--- src/rtl/bda_pkg.sv ---
// Shared types and constants for the binary to decimal ASCII converter.
`timescale 1ns / 1ps

package bda_pkg;

  localparam int ValueW     = 64;
  localparam int FullDigits = 20;              // digits needed for any 64-bit value
  localparam int MaxDigits  = 20;              // digits emitted at most, 1..20
  localparam int BitsPerCyc = 4;               // binary bits folded in per cycle
  localparam int ConvSteps  = ValueW / BitsPerCyc;
  localparam int StepW      = $clog2(ConvSteps);
  localparam int DigIdxW    = $clog2(FullDigits);
  localparam int BcdW       = 4 * FullDigits;
  localparam logic [5:0] AsciiZero = 6'd48;

  typedef struct packed {
    logic [ValueW-1:0] value;
    logic              mode;
  } in_t;

  typedef struct packed {
    logic [5:0] digit_char;
    logic [4:0] digit_count;
    logic       is_last;
  } out_t;

  typedef enum logic [1:0] {
    ST_IDLE,
    ST_CONV,
    ST_COUNT,
    ST_EMIT
  } state_e;

endpackage

--- src/rtl/binary_to_decimal_ascii.sv ---
// Top level: 64-bit binary to decimal ASCII digit stream converter.
// The value is converted four bits per step (add-3 then shift-left) by the
//   shared double-dabble unit; the digits are then counted, then emitted.
// A new value is accepted only after the last digit of the previous one has
//   been transferred; each output transfer carries one digit, 1..20 per run.
// Reset: rst_ni clears the sequencer asynchronously; the block returns to idle
//   and ready. Data registers are not reset.
`timescale 1ns / 1ps

module binary_to_decimal_ascii (
  input  logic          clk_i,
  input  logic          rst_ni,
  input  logic          in_valid_i,
  output logic          in_ready_o,
  input  bda_pkg::in_t  in_data_i,
  output logic          out_valid_o,
  input  logic          out_ready_i,
  output bda_pkg::out_t out_data_o
);
  import bda_pkg::*;

  state_e               state_q, state_d;
  logic [StepW-1:0]     step_q, step_d;
  logic [DigIdxW-1:0]   idx_q, idx_d;      // digit being emitted, counts down
  logic [4:0]           count_q, count_d;  // digits in this run
  logic [ValueW-1:0]    bin_q, bin_d;      // binary bits still to fold in
  logic [BcdW-1:0]      bcd_q, bcd_d;      // packed BCD accumulator

  logic [ValueW-1:0]    magnitude;
  logic [ValueW-1:0]    bin_step;
  logic [BcdW-1:0]      bcd_step;
  logic [4:0]           total;
  logic [4:0]           emit_cnt;
  logic [3:0]           cur_digit;

  // Magnitude: negate only in signed mode with the sign bit set. The most
  // negative pattern wraps to itself, which read unsigned is 2^63.
  assign magnitude = (in_data_i.mode && in_data_i.value[ValueW-1]) ?
                     (~in_data_i.value + 64'd1) : in_data_i.value;

  // Shared double-dabble unit: BitsPerCyc steps of add-3 then shift-left.
  // Each step treats the twenty digits independently.
  always_comb begin
    logic [BcdW-1:0]   b;
    logic [ValueW-1:0] v;
    b = bcd_q;
    v = bin_q;
    for (int s = 0; s < BitsPerCyc; s++) begin
      for (int j = 0; j < FullDigits; j++) begin
        if (b[4*j +: 4] >= 4'd5) begin
          b[4*j +: 4] = b[4*j +: 4] + 4'd3;
        end
      end
      b = {b[BcdW-2:0], v[ValueW-1]};
      v = {v[ValueW-2:0], 1'b0};
    end
    bcd_step = b;
    bin_step = v;
  end

  // Digit count: position of the highest non-zero digit, at least one.
  always_comb begin
    total = 5'd1;
    for (int i = 0; i < FullDigits; i++) begin
      if (bcd_q[4*i +: 4] != 4'd0) begin
        total = 5'(i + 1);
      end
    end
    // Drop the most significant digits beyond the emit limit.
    emit_cnt = (total > 5'(MaxDigits)) ? 5'(MaxDigits) : total;
  end

  // Sequencer: idle, convert, count, emit.
  always_comb begin
    state_d = state_q;
    step_d  = step_q;
    idx_d   = idx_q;
    count_d = count_q;
    bin_d   = bin_q;
    bcd_d   = bcd_q;
    unique case (state_q)
      ST_IDLE: begin
        if (in_valid_i) begin
          bin_d   = magnitude;
          bcd_d   = '0;
          step_d  = '0;
          state_d = ST_CONV;
        end
      end
      ST_CONV: begin
        bin_d  = bin_step;
        bcd_d  = bcd_step;
        step_d = step_q + 1'b1;
        if (step_q == StepW'(ConvSteps - 1)) begin
          state_d = ST_COUNT;
        end
      end
      ST_COUNT: begin
        count_d = emit_cnt;
        idx_d   = DigIdxW'(emit_cnt - 5'd1);
        state_d = ST_EMIT;
      end
      ST_EMIT: begin
        // Advance to the next lower digit on each output transfer.
        if (out_ready_i) begin
          if (idx_q == '0) begin
            state_d = ST_IDLE;
          end else begin
            idx_d = idx_q - 1'b1;
          end
        end
      end
      default: state_d = ST_IDLE;
    endcase
  end

  always_ff @(posedge clk_i or negedge rst_ni) begin
    if (!rst_ni) begin
      state_q <= ST_IDLE;
      step_q  <= '0;
      idx_q   <= '0;
      count_q <= '0;
    end else begin
      state_q <= state_d;
      step_q  <= step_d;
      idx_q   <= idx_d;
      count_q <= count_d;
    end
  end

  always_ff @(posedge clk_i) begin
    bin_q <= bin_d;
    bcd_q <= bcd_d;
  end

  // Hold the result fields steady from registers while the digit waits.
  assign cur_digit              = bcd_q[idx_q*4 +: 4];
  assign in_ready_o             = (state_q == ST_IDLE);
  assign out_valid_o            = (state_q == ST_EMIT);
  assign out_data_o.digit_char  = AsciiZero + {2'b00, cur_digit};
  assign out_data_o.digit_count = count_q;
  assign out_data_o.is_last     = (idx_q == '0);

  // A transfer in is followed by a busy block.
  a_busy_after_in: assert property (@(posedge clk_i) disable iff (!rst_ni)
    (in_valid_i && in_ready_o) |=> !in_ready_o)
    else $error("input accepted while a conversion is under way");

  // The final digit transfer returns the block to ready.
  a_ready_after_last: assert property (@(posedge clk_i) disable iff (!rst_ni)
    (out_valid_o && out_ready_i && out_data_o.is_last) |=> in_ready_o)
    else $error("block not ready after last digit");

  // Emitted characters are decimal digits.
  a_digit_range: assert property (@(posedge clk_i) disable iff (!rst_ni)
    out_valid_o |-> (out_data_o.digit_char >= 6'd48 && out_data_o.digit_char <= 6'd57))
    else $error("digit character out of range");

  // The digit index never reaches the run's count.
  a_idx_in_count: assert property (@(posedge clk_i) disable iff (!rst_ni)
    out_valid_o |-> (out_data_o.digit_count != 5'd0 &&
                     5'(idx_q) < out_data_o.digit_count))
    else $error("digit index beyond digit count");

endmodule
--- config.mk ---
export PLATFORM = sky130hd
export DESIGN_NAME = binary_to_decimal_ascii
export DESIGN_NICKNAME = d
export VERILOG_FILES = /design/src/rtl/bda_pkg.sv /design/src/rtl/binary_to_decimal_ascii.sv
export SDC_FILE = /design/constraint.sdc
export NUM_CORES = 1
export LEC_CHECK = 0
export BUFFER_PORTS_ARGS = -buffer_cell sky130_fd_sc_hd__buf_4
export CORE_ASPECT_RATIO = 0.9
export CORE_MARGIN = 2
export CORE_UTILIZATION = 65
export CTS_CLUSTER_DIAMETER = 30
export DETAILED_ROUTE_END_ITERATION = 10
export GPL_ROUTABILITY_DRIVEN = 0
export PLACE_DENSITY = 0.84
export SLEW_MARGIN = 20
export SYNTH_ARGS = -nofsm -noshare
export SYNTH_HDL_FRONTEND = slang
export SYNTH_SLANG_ARGS = --single-unit
export TNS_END_PERCENT = 5
--- constraint.sdc ---
create_clock -name clk_i -period 12.58 [get_ports clk_i]
set_clock_uncertainty 0.15 [all_clocks]
set_input_delay 0.629 -clock clk_i [delete_from_list [all_inputs] [get_ports clk_i]]
set_output_delay 0.629 -clock clk_i [all_outputs]
set_load 0.005 [all_outputs]
==> summary.txt, run 1 <==
Status
  • Status: finished, final reports clean

Timing
  • Pins Over Slew Limit: 0
  • Worst-Margin Slew: ~960 ps
  • RSZ-0062 raised after global routing: no
  • Setup TNS: 0 ps
  • FMAX: about 170 MHz
  • Tmin final: 6000 ps
  • WHS: 341 ps
  • Fin crit share: 0.477
  • Final setup viols: 0
  • Worst slew margin: 0.357
  • Final Hold Fails: 0

Clocking
  • Clock slew at reported path FFs: roughly 70 ps
  • Clock Sinks: 160
  • H-tree depth: 4
  • CTS root buf: clkbuf_16
  • Post-CTS sizing: 0
  • Worst-Skew Late Latency: 460 ps
  • CTS tree: built
  • Post-CTS setup buffer count: 0
  • Largest buffer count on any clock path: 2
  • Post-CTS Hold Buffers: 1
  • Num CTS Buffers: 17

Global routing
  • Vias in the first global route: 15,300
  • Remaining global-route overflow: 0
  • Largest net degree at the start of global routing: between 100 and 150
  • Total track usage: 0.292
  • Initial antenna violation count: 0
  • First-pass GRT wire length: ~72,000 um

Final layout
  • Layout area overhead: 7.56%
  • Nets: 2,432
  • Final Core Density: 0.710
  • Ant diodes: 0
  • Share of cells above drive strength 1: 0.0970

Synthesis
  • Post-synthesis register bit count: 160
  • Number of flops mapped to enable cells by yosys: 144
  • Post-synth top area share: 0.234
  • Sequential area share after synthesis: 0.256
  • Warnings from Yosys: 0
  • Most used DFF post-synth: edfxtp_1
  • Mapped Cells: 2,168
  • Async set or reset register ratio after synthesis: 0.100
  • Ranking of synthesized cells by area: edfxtp_1 23%, ha_1 11%, mux2i_1 5.0%
  • Top-count cell post-synth: inv_1
  • Mapped Area: 0.0184 mm^2
  • Avg Cell Area, Syn: approximately 8.5 um^2
  • Netlist cell types: 81
  • Synth top cells by count: 204 x inv_1, 197 x nand2_1, 169 x ha_1
  • Leading area contributor after synthesis: edfxtp_1

Route
  • Initial DRC count: 1,354
  • DR pass1 iterations: 5
  • # DRC: 0
  • Post-DR wirelength/cell: 16.9 um
  • Routed wire length: roughly 43,000 um
  • Antenna-violating nets left: 0
  • DR vias: 16,100
  • Vias per cell: 6.27

Die
  • Row cnt: 58
  • Core area: 0.0279 mm^2
  • Die Width: around 180 um
  • # IOs: between 80 and 90
  • Die area: slightly below 0.03 mm^2
  • Initial Util: 0.660
  • Die H: 164 um

Hold path
  • Min-delay worst type: in -> reg

Setup path
  • Crit start category: flop
  • Worst Path Required: 12,690 ps
  • Kind of critical path: reg -> reg
  • CP Capture Type: flop
  • CP arrival: slightly above 6000 ps
  • Crit Path Max Fanout: 7

Place
  • IO buf count: 80
  • Dpl hpwl: 32,300 um

Job
  • Max capacitance violation total: 0
## flip-flops by register name, summed over array words and instances (netlist names)
signal,count
step_q,4
count_q,5
idx_q,5
bin_q,64
bcd_q,80
state_q,2
## path summary, 6_finish.rpt
path | start | end | slack, ps | cells after the start
max | bcd_q[12] | bcd_q[14] | 6580 | 23
min | in_valid_i | step_q[3] | 340 | 4
max reg2reg | bcd_q[12] | bcd_q[14] | 6580 | 23
min reg2reg | bin_q[50] | bin_q[54] | 370 | 2
max in group asynchronous | rst_ni | idx_q[1] | 11640 | 2
min in group asynchronous | rst_ni | step_q[3] | 430 | 2
## cell type report
| cell class | count | area (um^2) |
|---|---|---|
| clock buffers | 18 | 429 |
| clock inverters | 14 | 179 |
| fillers | 2161 | 8100 |
| inverters | 204 | 771 |
| multi-input cells | 1724 | 12600 |
| flip-flops and latches | 160 | 4730 |
| well taps | 360 | 450 |
| repair buffers | 87 | 656 |
## per-layer routing
metal | global-route usage | routed length, um | part of all wire | vias up
met2 | 0.508 | 20800 | 0.48 | 478
met3 | 0.0424 | 2480 | 0.057 | 77
met1 | 0.379 | 19000 | 0.44 | 7621
met4 | 0.0880 | 948 | 0.022 | 0
met5 | 0 | 0 | 0 | -
li1 | - | - | - | 7910
## cell usage in the layout, fill, tap and decap left out, types with 10 or more instances in the layout
cell type / instances
a211o_1: 14
a211oi_1: 29
a21o_1: 27
a21oi_1: 92
a221oi_1: 21
a2bb2oi_1: 13
a31oi_1: 21
and2_1: 49
and3_1: 14
buf_4: 86
clkbuf_16: 17
dfrtp_1: 15
edfxtp_1: 144
ha_1: 168
inv_1: 202
mux2_2: 34
mux2i_1: 93
mux4_2: 24
nand2_1: 197
nand2b_1: 89
nand3_1: 12
nor2_1: 156
nor2b_1: 40
nor3_1: 34
nor3b_1: 35
o2111ai_1: 14
o211ai_1: 38
o21a_1: 18
o21ai_0: 135
o22ai_1: 10
o31ai_1: 24
or3_1: 34
or4_1: 21
xnor2_1: 75
xor2_1: 47
## logic make-up after synthesis
family / count (synthesis) / share of synthesized area
other cells: 1 / 0.000203
simple gates: 746 / 0.214
compound gates: 534 / 0.197
mux: 151 / 0.101
buf+inv: 285 / 0.0602
fa+ha+maj: 169 / 0.115
flops: 160 / 0.256
xor+xnor: 122 / 0.0579
## stage by stage
step / instance area (um^2) / std cells / setup slack [ps]
2_1_floorplan: 18400 / 2169 / 7490
3_3_place_gp: 19200 / 2534 / 7020
3_5_place_dp: 19200 / 2534 / 6720
4_1_cts: 19800 / 2567 / 6680
5_1_grt: 19800 / 2567 / 6060
6_report: 19800 / 2567 / 6580
## worst max-delay path: stages (launching register included)
cell	delay (ps)
edfxtp_1	490
inv_1	100
ha_1	260
and2b_1	230
a2bb2oi_1	290
and2_1	210
inv_1	70
ha_1	220
a221oi_1	350
a211oi_2	140
xnor2_1	390
ha_1	210
nand2b_1	140
nand3_1	80
mux2i_1	310
nand2b_1	260
xor2_1	270
inv_1	140
ha_1	210
nand2b_1	160
nor4bb_1	150
a311oi_1	570
nor2_1	120
a211oi_1	290
Power of run 1 is not shown: default switching activity piles up to over one toggle a cycle in this logic, so the estimate is an artifact.
==> inputs of run 2 (changes only) <==
--- a/config.mk
+++ b/config.mk
@@ -8,11 +8,11 @@
 export BUFFER_PORTS_ARGS = -buffer_cell sky130_fd_sc_hd__buf_4
 export CORE_ASPECT_RATIO = 0.9
 export CORE_MARGIN = 2
-export CORE_UTILIZATION = 65
+export CORE_UTILIZATION = 58
 export CTS_CLUSTER_DIAMETER = 30
 export DETAILED_ROUTE_END_ITERATION = 10
 export GPL_ROUTABILITY_DRIVEN = 0
-export PLACE_DENSITY = 0.84
+export PLACE_DENSITY = 0.79
 export SLEW_MARGIN = 20
 export SYNTH_ARGS = -nofsm -noshare
 export SYNTH_HDL_FRONTEND = slang
==> constraint.sdc (replaced) <==
create_clock -name clk_i -period 5.2 [get_ports clk_i]
set_clock_uncertainty 0.15 [all_clocks]
set_input_delay 0.26 -clock clk_i [delete_from_list [all_inputs] [get_ports clk_i]]
set_output_delay 0.26 -clock clk_i [all_outputs]
set_load 0.005 [all_outputs]
==> run 2 against run 1 <==
  * Final area increased by 5.9%
  * Final cell count increased by 4.5%
  * Maximum frequency increased by 16%
  * Global-route usage decreased by 2.8 points
  * Die area increased by 12%
  * Sequential share of layout area decreased by 1.3 points
  * Flip-flop and latch count unchanged
  * Hold slack got worse by 320 ps
  * Critical path depth decreased by 2
  * Non-clock buffer count increased by 67
  * Clock-buffer cell count decreased by 1
  * Via count increased by 2.4%
==> summary.txt, run 2 (same netlist as run 1, synthesis figures left out) <==
Clocking
  • Clock slew at reported path FFs: 70 ps (about the same)
  • Worst-Skew Late Latency: 450 ps (was 460 ps)
  • CTS tree: built (unchanged)
  • Largest buffer count on any clock path: 2 (unchanged)
  • CTS root buf: clkbuf_16 (unchanged)
  • H-tree depth: 4 (unchanged)
  • Clock Sinks: 160 (unchanged)
  • Num CTS Buffers: 17 (unchanged)

Timing
  • Fin crit share: 0.994 (was 0.477)
  • Pins Over Slew Limit: 0 (unchanged)
  • Tmin final: 5170 ps (was 6000 ps)
  • Final Hold Fails: 0 (unchanged)
  • Final setup viols: 0 (unchanged)
  • FMAX: 193 MHz (was 167 MHz)
  • Worst Setup Slack, final: 31.9 ps (was 6580 ps)
  • Worst slew margin: 0.326 (was 0.357)
  • Worst-Margin Slew: 997 ps (was 964 ps)
  • RSZ-0062 raised after global routing: yes (was no)

Route
  • Vias per cell: 6.14 (was 6.27)
  • Initial DRC count: 1,507 (was 1,354)
  • DR vias: 16,500 (was 16,100)
  • # DRC: 0 (unchanged)
  • DR pass1 iterations: 6 (was 5)
  • Antenna-violating nets left: 0 (unchanged)
  • Post-DR wirelength/cell: 17.1 um (was 16.9 um)
  • Routed wire length: 45,900 um (was 43,300 um)

Place
  • Placed Instances: 2,604 (was 2,534)
  • Dpl ws: -105 ps (was 6720 ps)
  • IO buf count: 80 (unchanged)
  • Placed Instance Area: 0.0194 mm^2 (was 0.0192 mm^2)
  • Dpl hpwl: 32,300 um (about the same)

Final layout
  • Number of flip-flops in the largest register: 80 (unchanged)
  • Biggest register: bcd_q (unchanged)
  • Nets: 2,499 (was 2,432)
  • Final Non-Filler Cells: 2,683 (was 2,567)
  • Layout area overhead: 13.9% (was 7.56%)
  • Share of cells above drive strength 1: 0.172 (was 0.0970)
  • Most common cell after layout, fill and taps aside: inv_1 (unchanged)
  • Commonest non-fill, non-tap cells in the layout: 200 x inv_1, 195 x nand2_1, 153 x nor2_1, 153 x ha_1, 150 x buf_4 (was 202 x inv_1, 197 x nand2_1, 168 x ha_1)
  • Ant diodes: 0 (unchanged)
  • Final instance area: 0.0210 mm^2 (was 0.0198 mm^2)
  • Largest registers: bcd_q: 80 flops, bin_q: 64 flops (unchanged)

Setup path
  • Critical path's slowest cell: edfxtp_1 (was a311oi_1)
  • Crit-path cells: ha_1 -> nand2b_1 -> a211oi_2 -> or2_2 -> ha_1 -> nor2b_1 -> a211o_1 -> o211a_4 -> xnor2_4 -> ha_1 -> nand2b_1 -> and2_1 -> mux2_2 -> nor2_2 -> xnor2_2 -> inv_1 -> ha_1 -> nand2b_1 -> a31o_2 -> mux2i_1 -> nor2_1 (was inv_1 -> ha_1 -> and2b_1 -> a2bb2oi_1 -> and2_1 -> inv_1 -> ha_1 -> a221oi_1 -> a211oi_2 -> xnor2_1 -> ha_1 -> nand2b_1 -> nand3_1 -> mux2i_1 -> nand2b_1 -> xor2_1 -> inv_1 -> ha_1 -> nand2b_1 -> nor4bb_1 -> a311oi_1 -> nor2_1 -> a211oi_1)
  • Reg2Reg Setup Slack: 30 ps (was 6580 ps)
  • Beginning of the critical path: bcd_q[24] (was bcd_q[12])
  • Reg2Reg Depth: 21 (was 23)
  • Reg2reg start: bcd_q[24] (was bcd_q[12])
  • Crit path top cell by count: ha_1 (unchanged)
  • Bufs and invs on worst path: 1 (was 3)
  • CP arrival: 5190 ps (was 6100 ps)
  • Worst path depth: 21 (was 23)
  • Worst Path Required: 5230 ps (was 12,690 ps)
  • CP peak stage delay: 490 ps (was 570 ps)
  • Crit Path Max Fanout: 6 (was 7)
  • RR Endpoint: bcd_q[26] (was bcd_q[14])
  • Crit start category: flop (unchanged)
  • Setup crit end: bcd_q[26] (was bcd_q[14])
  • CP Capture Type: flop (unchanged)
  • CP delay by family, top: simple AND/OR/NAND/NOR gates (was compound AO/OA/AOI/OAI gates)
  • Kind of critical path: reg -> reg (unchanged)

Job
  • Max capacitance violation total: 0 (unchanged)

Global routing
  • First-pass GRT wire length: 72,600 um (was 72,000 um)
  • Total track usage: 0.264 (was 0.292)
  • Largest net degree at the start of global routing: 120 (was 103)
  • Vias in the first global route: 15,200 (was 15,300)
  • Remaining global-route overflow: 0 (unchanged)
  • Initial antenna violation count: 0 (unchanged)

Die
  • Row cnt: 61 (was 58)
  • Initial Util: 0.594 (was 0.660)
  • Core area: 0.0311 mm^2 (was 0.0279 mm^2)
  • Die Width: 192 um (was 182 um)
  • Die H: 173 um (was 164 um)
  • Die area: 0.0332 mm^2 (was 0.0297 mm^2)
  • # IOs: 83 (unchanged)

Hold path
  • Min-delay worst type: in -> reg (unchanged)
  • Hold depth: 3 (was 4)

Status
  • Status: finished, final reports clean (unchanged)
run 2: cell types whose count changed in the layout (fill, tap and decap cells not counted), moves of 8 or more:
cell and change:
a211oi_2 +9, xnor2_2 +16, nor2b_2 +12, o31ai_1 -8, a211oi_1 -10, ha_2 +14, nor2b_1 -14, xnor2_1 -17
ha_1 -15, buf_4 +64
run 2: layer usage:
metal | wire length (um) | share of wire | up-vias | track usage
met5 | 0 | 0 | - | 0
met4 | 688 | 0.015 | 0 | 0.0676
met3 | 2600 | 0.057 | 54 | 0.0400
met2 | 22100 | 0.48 | 492 | 0.436
met1 | 20500 | 0.45 | 7905 | 0.361
li1 | - | - | 8028 | -
run 2: through the flow:
stage / hold slack (ps) / util / TNS (ps)
floorplan: -186 / - / 0
global placement: -11.2 / 0.626 / 0
detailed placement: -5.44 / 0.626 / -302
CTS: 6.76 / 0.648 / -31.9
global route: 29.5 / 0.676 / -2330
finish: 24.3 / 0.676 / 0
run 2: worst min path at each step:
| stage | from | end | slack [ps] |
|---|---|---|---|
| after floorplan | rst_ni | count_q[0] | -190 |
| after global placement | rst_ni | step_q[0] | -10 |
| after detailed placement | rst_ni | step_q[3] | -5 |
| after CTS | in_data_i[4] | bin_q[3] | 7 |
| after global routing | in_data_i[0] | bin_q[63] | 30 |
| final | in_data_i[4] | bin_q[3] | 20 |
run 2: timing repair:
action,4_1_cts,5_1_grt
buffers inserted,0,44
hold endpoints to repair,18,0
hold buffers,3,0
endpoints found under the setup margin,11,57
pin swaps,1,24
resized for setup,7,123
run 2: final cells by class:
cell class / count / area [um^2]
Clock buffer: 17 / 425
Clock inverter: 15 / 179
Fill cell: 2389 / 10100
Inverter: 204 / 771
Multi-Input combinational cell: 1724 / 13200
Sequential cell: 160 / 4730
Tap cell: 409 / 512
Timing Repair Buffer: 154 / 1180
run 2: worst reg2reg max path, cell delays in order (launching register included):
cell and delay (ps):
edfxtp_1 490, ha_1 280, nand2b_1 250, a211oi_2 370
or2_2 210, ha_1 200, nor2b_1 330, a211o_1 230
o211a_4 250, xnor2_4 110, ha_1 200, nand2b_1 160
and2_1 160, mux2_2 300, nor2_2 140, xnor2_2 150
inv_1 90, ha_1 190, nand2b_1 160, a31o_2 280
mux2i_1 150, nor2_1 50
Power of run 2 is left out for the same reason.
